$ cat src/rtl/core/isd_pkg.sv
// ----------------------------------------------------------------------------
// isd_pkg: step detector and speed estimator shared definitions
// Widths, register indexes, reset values and payload types used by the core,
// the register file and the top level.
// ----------------------------------------------------------------------------
`default_nettype none

package isd_pkg;

  localparam int unsigned SampleBits = 16;
  localparam int unsigned TimeBits   = 32;

  localparam int unsigned ThreshBits = 16;
  localparam int unsigned HeightBits = 8;
  localparam int unsigned WinCntBits = 8;
  localparam int unsigned TotalBits  = 24;
  localparam int unsigned SpeedBits  = 16;

  // stride speed factor: height in cm * 4150 gives mm/s per step per ms
  localparam int unsigned StrideSpeedFactor = 4150;
  localparam int unsigned FactorBits        = 13;

  // speed numerator: window steps * height * factor
  localparam int unsigned ProdBits = WinCntBits + HeightBits + FactorBits;

  // shared multiplier operand width (signed)
  localparam int unsigned MulBits =
      (SampleBits + 1 > WinCntBits + HeightBits + 1) ? SampleBits + 1
                                                     : WinCntBits + HeightBits + 1;

  localparam int unsigned SqBits   = 2 * SampleBits;
  localparam int unsigned RootBits = SampleBits;

  // shared compare/subtract unit width: covers root remainder and divider remainder
  localparam int unsigned AluBits =
      (SampleBits + 3 > ThreshBits + 1) ? SampleBits + 3 : ThreshBits + 1;

  localparam int unsigned CmpBits = (SampleBits > ThreshBits) ? SampleBits : ThreshBits;

  localparam int unsigned CntBits = $clog2((ProdBits > RootBits) ? ProdBits : RootBits);

  localparam int unsigned CfgIdxBits  = 3;
  localparam int unsigned CfgDataBits = 16;

  typedef enum logic [CfgIdxBits-1:0] {
    REG_STEP_HIGH = 3'd0,
    REG_STEP_LOW  = 3'd1,
    REG_GYRO      = 3'd2,
    REG_MIN_GAP   = 3'd3,
    REG_WINDOW    = 3'd4,
    REG_HEIGHT    = 3'd5
  } cfg_reg_e;

  localparam logic [ThreshBits-1:0] StepHighReset = 16'd70;
  localparam logic [ThreshBits-1:0] StepLowReset  = 16'd20;
  localparam logic [ThreshBits-1:0] GyroReset     = 16'd80;
  localparam logic [ThreshBits-1:0] MinGapReset   = 16'd300;
  localparam logic [ThreshBits-1:0] WindowReset   = 16'd1000;
  localparam logic [HeightBits-1:0] HeightReset   = 8'd170;

  typedef struct packed {
    logic [ThreshBits-1:0] peak_thresh;
    logic [ThreshBits-1:0] rest_thresh;
    logic [ThreshBits-1:0] gyro_thresh;
    logic [ThreshBits-1:0] min_step_gap_ms;
    logic [ThreshBits-1:0] window_len_ms;
    logic [HeightBits-1:0] user_height_cm;
  } cfg_t;

  typedef struct packed {
    logic signed [SampleBits-1:0] accel_x;
    logic signed [SampleBits-1:0] gyro_x;
    logic signed [SampleBits-1:0] gyro_y;
    logic signed [SampleBits-1:0] gyro_z;
    logic        [TimeBits-1:0]   time_ms;
  } in_item_t;

  typedef struct packed {
    logic                  step_detected;
    logic [TotalBits-1:0]  step_total;
    logic                  window_closed;
    logic [WinCntBits-1:0] window_step_count;
    logic [SpeedBits-1:0]  speed_mm_per_s;
  } out_item_t;

endpackage

`default_nettype wire

$ cat src/rtl/core/imu_step_detector_speed_unit.sv
// ----------------------------------------------------------------------------
// imu_step_detector_speed_unit: threshold pedometer with windowed speed
// Top level: configuration registers and the iterative detector core.
// ----------------------------------------------------------------------------
// One request is one IMU sample; each gives exactly one result. The block takes
// a request only when idle and handles it alone: the gyro axes are squared on
// one shared multiplier, the magnitude root is found one bit per cycle over
// its 16 bits, and then the step decision is made. A sample that closes the
// speed window adds two multiplies on the shared multiplier and a restoring
// divide of one quotient bit per cycle over the 29-bit numerator, the divide
// on the compare/subtract unit shared with the root. A finished result sits
// in an output register, so the next request is taken while it waits.
// Configuration writes are taken every cycle and must only be issued while no
// request is in flight.
`default_nettype none

module imu_step_detector_speed_unit import isd_pkg::*; (
  input  wire logic                   clk_i,
  input  wire logic                   rst_ni,
  input  wire logic                   in_valid_i,
  output logic                        in_ready_o,
  input  wire in_item_t               in_data_i,
  output logic                        out_valid_o,
  input  wire logic                   out_ready_i,
  output out_item_t                   out_data_o,
  input  wire logic                   cfg_valid_i,
  output logic                        cfg_ready_o,
  input  wire logic [CfgIdxBits-1:0]  cfg_index_i,
  input  wire logic [CfgDataBits-1:0] cfg_data_i
);

  cfg_t cfg;

  isd_cfg u_cfg (
    .clk_i       (clk_i),
    .rst_ni      (rst_ni),
    .cfg_valid_i (cfg_valid_i),
    .cfg_ready_o (cfg_ready_o),
    .cfg_index_i (cfg_index_i),
    .cfg_data_i  (cfg_data_i),
    .cfg_o       (cfg)
  );

  isd_core u_core (
    .clk_i       (clk_i),
    .rst_ni      (rst_ni),
    .cfg_i       (cfg),
    .in_valid_i  (in_valid_i),
    .in_ready_o  (in_ready_o),
    .in_data_i   (in_data_i),
    .out_valid_o (out_valid_o),
    .out_ready_i (out_ready_i),
    .out_data_o  (out_data_o)
  );

endmodule

`default_nettype wire

$ cat src/rtl/core/isd_cfg.sv
// ----------------------------------------------------------------------------
// isd_cfg: configuration register file
// Holds the six thresholds and settings; writes are taken every cycle.
// ----------------------------------------------------------------------------
`default_nettype none

module isd_cfg import isd_pkg::*; (
  input  wire logic                   clk_i,
  input  wire logic                   rst_ni,
  input  wire logic                   cfg_valid_i,
  output logic                        cfg_ready_o,
  input  wire logic [CfgIdxBits-1:0]  cfg_index_i,
  input  wire logic [CfgDataBits-1:0] cfg_data_i,
  output cfg_t                        cfg_o
);

  cfg_t cfg_q;

  assign cfg_ready_o = 1'b1;
  assign cfg_o       = cfg_q;

  always_ff @(posedge clk_i or negedge rst_ni) begin
    if (!rst_ni) begin
      cfg_q.peak_thresh     <= StepHighReset;
      cfg_q.rest_thresh     <= StepLowReset;
      cfg_q.gyro_thresh     <= GyroReset;
      cfg_q.min_step_gap_ms <= MinGapReset;
      cfg_q.window_len_ms   <= WindowReset;
      cfg_q.user_height_cm  <= HeightReset;
    end else if (cfg_valid_i) begin
      // drop writes to unknown indexes
      case (cfg_index_i)
        REG_STEP_HIGH: cfg_q.peak_thresh     <= cfg_data_i[ThreshBits-1:0];
        REG_STEP_LOW:  cfg_q.rest_thresh     <= cfg_data_i[ThreshBits-1:0];
        REG_GYRO:      cfg_q.gyro_thresh     <= cfg_data_i[ThreshBits-1:0];
        REG_MIN_GAP:   cfg_q.min_step_gap_ms <= cfg_data_i[ThreshBits-1:0];
        REG_WINDOW:    cfg_q.window_len_ms   <= cfg_data_i[ThreshBits-1:0];
        REG_HEIGHT:    cfg_q.user_height_cm  <= cfg_data_i[HeightBits-1:0];
        default: ;
      endcase
    end
  end

endmodule

`default_nettype wire

$ cat src/rtl/core/isd_alu.sv
// ----------------------------------------------------------------------------
// isd_alu: shared compare and subtract unit
// Gives a - b and whether a >= b; used by the square root and the divider.
// ----------------------------------------------------------------------------
`default_nettype none

module isd_alu import isd_pkg::*; (
  input  wire logic [AluBits-1:0] a_i,
  input  wire logic [AluBits-1:0] b_i,
  output logic      [AluBits-1:0] diff_o,
  output logic                    ge_o
);

  logic [AluBits:0] sub;

  assign sub    = {1'b0, a_i} - {1'b0, b_i};
  assign diff_o = sub[AluBits-1:0];
  assign ge_o   = ~sub[AluBits];

endmodule

`default_nettype wire

$ cat src/rtl/core/isd_core.sv
// ----------------------------------------------------------------------------
// isd_core: step detector sequencer and datapath
// Squares the gyro axes on one multiplier, takes the root one bit per cycle,
// decides the step, and on window close forms and divides the speed numerator.
// ----------------------------------------------------------------------------
`default_nettype none

module isd_core import isd_pkg::*; (
  input  wire logic      clk_i,
  input  wire logic      rst_ni,
  input  wire cfg_t      cfg_i,
  input  wire logic      in_valid_i,
  output logic           in_ready_o,
  input  wire in_item_t  in_data_i,
  output logic           out_valid_o,
  input  wire logic      out_ready_i,
  output out_item_t      out_data_o
);

  localparam int unsigned NumAxes = 3;

  typedef enum logic [2:0] {
    ST_IDLE,
    ST_SQR,
    ST_ROOT,
    ST_DECIDE,
    ST_SPD_MUL,
    ST_DIV,
    ST_OUT
  } state_e;

  state_e state_q;
  logic [CntBits-1:0] cnt_q;

  // sample
  logic signed [SampleBits-1:0] ax_q, gx_q, gy_q, gz_q;
  logic [TimeBits-1:0] now_q;

  // arithmetic
  logic signed [2*MulBits-1:0] prod_q;
  logic [SqBits-1:0]   sum_q;
  logic [SqBits-1:0]   rad_q;
  logic [AluBits-1:0]  rem_q;
  logic [RootBits-1:0] root_q;
  logic [ProdBits-1:0] dvd_q;

  // detector state
  logic                         latch_q;
  logic signed [SampleBits-1:0] prev_accel_q;
  logic [RootBits-1:0]          prev_gmag_q;
  logic [TimeBits-1:0]          last_step_q;
  logic [TimeBits-1:0]          win_start_q;
  logic [WinCntBits-1:0]        win_steps_q;
  logic [TotalBits-1:0]         total_q;
  logic [SpeedBits-1:0]         speed_q;

  // per-item flags
  logic                  stepped_q;
  logic                  closed_q;
  logic [WinCntBits-1:0] win_rep_q;

  logic      out_valid_q;
  out_item_t out_q;

  // multiplier
  logic signed [MulBits-1:0]   mul_a, mul_b;
  logic signed [2*MulBits-1:0] mul_p;
  logic [SqBits-1:0]           sum_next;

  // shared unit
  logic [AluBits-1:0] alu_a, alu_b, alu_diff;
  logic               alu_ge;
  logic [AluBits-1:0] root_shift, div_shift;
  logic [ThreshBits-1:0] divisor;

  // decision
  logic signed [SampleBits:0] acc_diff;
  logic [SampleBits:0]        acc_abs;
  logic [CmpBits-1:0]         d_acc, d_gyro;
  logic [TimeBits-1:0]        since_step, since_win;
  logic                       step_hit, latch_clear, win_hit;
  logic [WinCntBits-1:0]      win_steps_new;
  logic [SpeedBits-1:0]       speed_sat;

  always_comb begin
    mul_a = MulBits'(gz_q);
    mul_b = MulBits'(gz_q);
    if (state_q == ST_SPD_MUL) begin
      if (cnt_q == '0) begin
        mul_a = MulBits'(win_rep_q);
        mul_b = MulBits'(cfg_i.user_height_cm);
      end else begin
        mul_a = MulBits'(prod_q[WinCntBits+HeightBits-1:0]);
        mul_b = MulBits'(FactorBits'(StrideSpeedFactor));
      end
    end else if (cnt_q == CntBits'(0)) begin
      mul_a = MulBits'(gx_q);
      mul_b = MulBits'(gx_q);
    end else if (cnt_q == CntBits'(1)) begin
      mul_a = MulBits'(gy_q);
      mul_b = MulBits'(gy_q);
    end
  end

  assign mul_p    = mul_a * mul_b;
  assign sum_next = sum_q + prod_q[SqBits-1:0];

  assign root_shift = {rem_q[AluBits-3:0], rad_q[SqBits-1 -: 2]};
  assign div_shift  = {rem_q[AluBits-2:0], dvd_q[ProdBits-1]};
  // zero window length divides by one
  assign divisor    = (cfg_i.window_len_ms == '0) ? ThreshBits'(1) : cfg_i.window_len_ms;

  always_comb begin
    if (state_q == ST_DIV) begin
      alu_a = div_shift;
      alu_b = AluBits'(divisor);
    end else begin
      alu_a = root_shift;
      alu_b = AluBits'({root_q, 2'b01});
    end
  end

  isd_alu u_alu (
    .a_i    (alu_a),
    .b_i    (alu_b),
    .diff_o (alu_diff),
    .ge_o   (alu_ge)
  );

  always_comb begin
    acc_diff   = {ax_q[SampleBits-1], ax_q} - {prev_accel_q[SampleBits-1], prev_accel_q};
    acc_abs    = acc_diff[SampleBits] ? SampleBits'(0) - acc_diff : acc_diff;
    d_acc      = CmpBits'(acc_abs[SampleBits-1:0]);
    d_gyro     = (root_q >= prev_gmag_q) ? CmpBits'(root_q - prev_gmag_q)
                                         : CmpBits'(prev_gmag_q - root_q);
    since_step = now_q - last_step_q;
    since_win  = now_q - win_start_q;
    step_hit   = !latch_q
                 && (d_acc > CmpBits'(cfg_i.peak_thresh))
                 && (d_gyro > CmpBits'(cfg_i.gyro_thresh))
                 && (since_step > TimeBits'(cfg_i.min_step_gap_ms));
    latch_clear = latch_q
                 && (d_acc < CmpBits'(cfg_i.rest_thresh))
                 && (d_gyro < CmpBits'(cfg_i.gyro_thresh));
    win_hit    = since_win >= TimeBits'(cfg_i.window_len_ms);
    win_steps_new = (step_hit && win_steps_q != '1) ? win_steps_q + 1'b1 : win_steps_q;
    speed_sat  = (|dvd_q[ProdBits-1:SpeedBits]) ? '1 : dvd_q[SpeedBits-1:0];
  end

  always_ff @(posedge clk_i or negedge rst_ni) begin
    if (!rst_ni) begin
      state_q      <= ST_IDLE;
      cnt_q        <= '0;
      ax_q         <= '0;
      gx_q         <= '0;
      gy_q         <= '0;
      gz_q         <= '0;
      now_q        <= '0;
      prod_q       <= '0;
      sum_q        <= '0;
      rad_q        <= '0;
      rem_q        <= '0;
      root_q       <= '0;
      dvd_q        <= '0;
      latch_q      <= 1'b0;
      prev_accel_q <= '0;
      prev_gmag_q  <= '0;
      last_step_q  <= '0;
      win_start_q  <= '0;
      win_steps_q  <= '0;
      total_q      <= '0;
      speed_q      <= '0;
      stepped_q    <= 1'b0;
      closed_q     <= 1'b0;
      win_rep_q    <= '0;
      out_valid_q  <= 1'b0;
      out_q        <= '0;
    end else begin
      // the output step reloads the register itself
      if (out_valid_q && out_ready_i && state_q != ST_OUT) begin
        out_valid_q <= 1'b0;
      end
      case (state_q)
        ST_IDLE: begin
          if (in_valid_i) begin
            ax_q    <= in_data_i.accel_x;
            gx_q    <= in_data_i.gyro_x;
            gy_q    <= in_data_i.gyro_y;
            gz_q    <= in_data_i.gyro_z;
            now_q   <= in_data_i.time_ms;
            cnt_q   <= '0;
            state_q <= ST_SQR;
          end
        end
        ST_SQR: begin
          // one axis squared per cycle, accumulate the previous square
          prod_q <= mul_p;
          sum_q  <= (cnt_q == '0) ? '0 : sum_next;
          if (cnt_q == CntBits'(NumAxes)) begin
            rad_q   <= sum_next;
            rem_q   <= '0;
            root_q  <= '0;
            cnt_q   <= '0;
            state_q <= ST_ROOT;
          end else begin
            cnt_q <= cnt_q + 1'b1;
          end
        end
        ST_ROOT: begin
          // one root bit per cycle
          rad_q <= rad_q << 2;
          if (alu_ge) begin
            rem_q  <= alu_diff;
            root_q <= {root_q[RootBits-2:0], 1'b1};
          end else begin
            rem_q  <= root_shift;
            root_q <= {root_q[RootBits-2:0], 1'b0};
          end
          if (cnt_q == CntBits'(RootBits - 1)) begin
            state_q <= ST_DECIDE;
          end else begin
            cnt_q <= cnt_q + 1'b1;
          end
        end
        ST_DECIDE: begin
          stepped_q <= step_hit;
          closed_q  <= win_hit;
          win_rep_q <= win_steps_new;
          if (step_hit) begin
            latch_q     <= 1'b1;
            last_step_q <= now_q;
            if (total_q != '1) begin
              total_q <= total_q + 1'b1;
            end
          end else if (latch_clear) begin
            latch_q <= 1'b0;
          end
          prev_accel_q <= ax_q;
          prev_gmag_q  <= root_q;
          cnt_q        <= '0;
          if (win_hit) begin
            win_steps_q <= '0;
            win_start_q <= now_q;
            state_q     <= ST_SPD_MUL;
          end else begin
            win_steps_q <= win_steps_new;
            state_q     <= ST_OUT;
          end
        end
        ST_SPD_MUL: begin
          // steps * height, then * factor, then load the divider
          if (cnt_q == CntBits'(2)) begin
            dvd_q   <= prod_q[ProdBits-1:0];
            rem_q   <= '0;
            cnt_q   <= '0;
            state_q <= ST_DIV;
          end else begin
            prod_q <= mul_p;
            cnt_q  <= cnt_q + 1'b1;
          end
        end
        ST_DIV: begin
          // restoring division, one quotient bit per cycle
          if (alu_ge) begin
            rem_q <= alu_diff;
            dvd_q <= {dvd_q[ProdBits-2:0], 1'b1};
          end else begin
            rem_q <= div_shift;
            dvd_q <= {dvd_q[ProdBits-2:0], 1'b0};
          end
          if (cnt_q == CntBits'(ProdBits - 1)) begin
            state_q <= ST_OUT;
          end else begin
            cnt_q <= cnt_q + 1'b1;
          end
        end
        ST_OUT: begin
          // hold until the output register is free
          if (!out_valid_q || out_ready_i) begin
            out_valid_q             <= 1'b1;
            out_q.step_detected     <= stepped_q;
            out_q.step_total        <= total_q;
            out_q.window_closed     <= closed_q;
            out_q.window_step_count <= win_rep_q;
            out_q.speed_mm_per_s    <= closed_q ? speed_sat : speed_q;
            if (closed_q) begin
              speed_q <= speed_sat;
            end
            state_q <= ST_IDLE;
          end
        end
        default: state_q <= ST_IDLE;
      endcase
    end
  end

  assign in_ready_o  = (state_q == ST_IDLE);
  assign out_valid_o = out_valid_q;
  assign out_data_o  = out_q;

  a_div_needs_close: assert property (@(posedge clk_i) disable iff (!rst_ni)
    (state_q == ST_DIV || state_q == ST_SPD_MUL) |-> closed_q)
    else $error("speed path entered without a closed window");

  a_root_count: assert property (@(posedge clk_i) disable iff (!rst_ni)
    (state_q == ST_ROOT) |-> (cnt_q < CntBits'(RootBits)))
    else $error("root iteration count out of range");

  a_accept_starts: assert property (@(posedge clk_i) disable iff (!rst_ni)
    (in_valid_i && in_ready_o) |=> (state_q == ST_SQR && !in_ready_o))
    else $error("accepted request did not start the squaring pass");

  a_out_from_seq: assert property (@(posedge clk_i) disable iff (!rst_ni)
    $rose(out_valid_o) |-> ($past(state_q) == ST_OUT))
    else $error("result raised outside the output step");

endmodule

`default_nettype wire

$ cat config.mk
export PLATFORM = sky130hd
export DESIGN_NAME = imu_step_detector_speed_unit
export DESIGN_NICKNAME = d
export VERILOG_FILES = /design/src/rtl/core/isd_pkg.sv /design/src/rtl/core/imu_step_detector_speed_unit.sv /design/src/rtl/core/isd_cfg.sv /design/src/rtl/core/isd_alu.sv /design/src/rtl/core/isd_core.sv
export SDC_FILE = /design/constraint.sdc
export NUM_CORES = 2
export LEC_CHECK = 0
export ABC_CLOCK_PERIOD_IN_PS = 10600
export BUFFER_PORTS_ARGS = -buffer_cell sky130_fd_sc_hd__buf_2
export CAP_MARGIN = 30
export CORE_MARGIN = 3
export CORE_UTILIZATION = 45
export CTS_CLUSTER_DIAMETER = 60
export DETAILED_ROUTE_END_ITERATION = 16
export PLACE_DENSITY_LB_ADDON = 0.15
export RECOVER_POWER = 100
export REMOVE_ABC_BUFFERS = 1
export SLEW_MARGIN = 0
export SYNTH_ARGS = -nofsm -noshare
export SYNTH_HDL_FRONTEND = slang
export SYNTH_SLANG_ARGS = --single-unit
$ cat constraint.sdc
create_clock -name clk_i -period 10.6 [get_ports clk_i]
set_input_delay 2.12 -clock clk_i [delete_from_list [all_inputs] [get_ports clk_i]]
set_output_delay 2.12 -clock clk_i [all_outputs]
set_load 0.03 [all_outputs]
==> run_results.csv <==
group,metric,value,unit
run_status,status,"complete, but fails checks",
run_status,violations,"capacitance limit, slew limit",
timing,fmax,0.103,GHz
timing,report.final.setup_viol,0,
global_routing,grt_pass1_wl,189,mm
setup_path,cp-end-kind,"flip-flop",
synth,synthesis.area,43500,sq um
route,ant_nets,0,
clock_tree,cts-root-buf,"clkbuf_16",
final_layout,area_growth,10.1,%
clock_tree,htreeDepth,3,
min_path,min_path_type,"reg -> reg",
timing,period_share,91.2,%
timing,maxSlewViolCount,780,
synth,synth_seq_cells,541,
synth,synth_edf_count,0,
route,drc,0,
floorplanning,start_util,45.6,%
placed_design,io_buffers,171,
global_routing,track_usage,24.0,%
clock_tree,cts_buffer_depth,3,
timing,rsz0062_at_grt,"no",
setup_path,cp.arrival,10.16,ns
floorplanning,io_pins,173,
floorplanning,die_w,317,microns
setup_path,startpoint_type,"flip-flop",
synth,synth_top_family_by_area,"adder cells",
setup_path,critPathMaxStageDelay,0.80,ns
synth,ys_seq_area_share,31.2,%
timing,period_needed,9.67,ns
clock_tree,path_clk_slew,0.06,ns
synth,syn_inst,4669,
final_layout,nets,5532,
route,totalWireLength,119,mm
clock_tree,cts_resized,0,
placed_design,gp_congestion,0.938,
synth,syn_area_per_cell,9.31,sq um
clock_tree,post_cts_buffers,0,
synth,async_reset_ff_share,100,%
setup_path,critPathKind,"reg -> reg",
timing,clock_skew,0.0220,ns
synth,synth_compound_area_share,14.9,%
clock_tree,cts_tree,"done",
timing,worst_pin_slew,5.18,ns
setup_path,slowest_stage,"o21ai_1",
clock_tree,hold_buffers,0,
route,avgRoutedWirePerCell,19.5,microns
synth,synthMuxAreaShare,7.70,%
route,firstDrtPassIters,7,
synth,yosys_warnings,0,
timing,hold_viol,0,
placed_design,hpwl,91.9,mm
timing,relSlewSlack,-246,%
setup_path,required,11.09,ns
setup_path,cpMostUsedCell,"fa_1",
global_routing,first_global_vias,32944,
floorplanning,die_y,317,microns
global_routing,gr-total-overflow,0,
route,drtIter0Drc,2390,
job,maxCapViolations,14,
synth,synth-simple-area-share,13.0,%
synth,synth-xor-area-share,3.55,%
timing,tns,0,ns
global_routing,grt_max_degree,164,
global_routing,antenna_found_initial,5,
synth,yosysUniqueCellTypes,98,
synth,synthAdderAreaFrac,22.7,%
final_layout,layout-drive-gt1-share,11.3,%
route,num_vias,33429,
floorplanning,die_area,100000,sq um
clock_tree,clkLatencyLatePin,0.63,ns
route,avgViaCountPerCell,5.46,
final_layout,design_area,47900,sq um
floorplanning,core,95400,sq um
synth,synth_ff_type,"dfrtp_1",
setup_path,critPathMaxFanout,15,
clock_tree,cts_inserted_buffers,73,
clock_tree,clock_sinks,541,
placed_design,placed_area,45700,sq um
floorplanning,row_count,113,
per-stage QoR:
step | worst slack [ns] | hold slack, ns | utilization, % | instances
after floorplan | 0.649 | 0.441 | - | 4495
after global placement | 1.31 | 0.459 | 47.8 | 5984
after detailed placement | 1.06 | 0.464 | 47.9 | 5986
after CTS | 1.04 | 0.480 | 50.5 | 6116
after global routing | 0.117 | 0.506 | 50.1 | 6118
final | 0.930 | 0.477 | 50.1 | 6122
flip-flops by register name, summed over array words and instances (netlist names), 18 cells and up:
| name | count |
|---|---|
| u_core.dvd_q | 29 |
| u_cfg.cfg_o | 88 |
| u_core.now_q | 32 |
| u_core.rem_q | 18 |
| u_core.last_step_q | 32 |
| u_core.rad_q | 32 |
| u_core.total_q | 24 |
| u_core.sum_q | 32 |
| u_core.win_start_q | 32 |
| u_core.out_data_o | 34 |
| u_core.prod_q | 32 |
worst max-delay path, delay by kind of cell, from the launching register on:
family | cells | cell delay, ns
DFF | 1 | 0.42
adders and majority gates | 7 | 3.29
xor gates and xnor gates | 1 | 0.18
and+or+nand+nor | 5 | 1.85
AOI/OAI and AO/OA | 10 | 3.00
buffers and inverters | 5 | 0.77
path summary, 6_finish.rpt:
check	startpoint	to	slack (ns)	depth (start not counted)
min in group asynchronous	rst_ni	u_core.ax_q[10]	3.33	1
max	u_core.cnt_q[2]	u_core.prod_q[31]	0.93	28
min reg2reg	u_core.sum_q[0]	u_core.sum_q[0]	0.48	2
max reg2reg	u_core.cnt_q[2]	u_core.prod_q[31]	0.93	28
min	u_core.sum_q[0]	u_core.sum_q[0]	0.48	2
max in group asynchronous	rst_ni	u_core.gx_q[12]	1.83	3
kinds of logic after synthesis:
group | count (synthesis)
other | 1
muxes | 295
adders and majority gates | 615
DFF | 541
and+or+nand+nor | 1238
xor gates and xnor gates | 176
buffers and inverters | 779
AOI/OAI and AO/OA | 1024
synth_stat cells, types with 64 or more instances:
cell type	instances	area share (%)
a21oi_1	220	2.5
a21o_1	107	1.8
nor2_1	303	2.6
xor2_1	89	1.8
nand3_1	89	1.0
inv_1	602	5.2
mux2_2	203	5.3
xnor2_1	87	1.8
nand2_1	506	4.4
fa_1	288	13
o21ai_0	341	3.9
mux2i_1	64	1.5
ha_1	327	9.4
clkbuf_1	145	1.3
dfrtp_1	520	30
cell usage in the layout (no fill, tap or decap), types with 27 or more instances in the layout:
master	count
a211oi_1	28
a21o_1	107
a21oi_1	220
a22oi_1	52
a31oi_1	27
and3_1	36
buf_2	115
buf_4	30
clkbuf_1	89
clkbuf_16	74
dfrtp_1	520
fa_1	288
ha_1	327
inv_1	602
mux2_1	28
mux2_2	203
mux2i_1	64
nand2_1	506
nand2b_1	44
nand3_1	89
nand4_1	29
nor2_1	302
nor2b_1	39
nor3_1	59
o21a_1	37
o21ai_0	342
xnor2_1	87
xor2_1	89
layout make-up:
cell class              count  area [sq um]
clock inverters            34           460
inverters                 604          2270
multi-input cells        3350         26800
clock buffers              96          2050
repair buffers            227          1130
diodes                      5          12.5
well taps                1265          1580
fillers                  9113         47600
flip-flops and latches    541         13600
per-layer routing:
| layer | GRT usage, % | up-vias | wire length, microns |
|---|---|---|---|
| li1 | - | 16058 | - |
| met1 | 36.1 | 16391 | 58100 |
| met2 | 35.5 | 825 | 50600 |
| met3 | 5.11 | 149 | 8070 |
| met4 | 5.46 | 6 | 2420 |
| met5 | 0 | - | 34 |
Power is not shown: default switching activity piles up to over one toggle a cycle in this logic, so the estimate is an artifact.
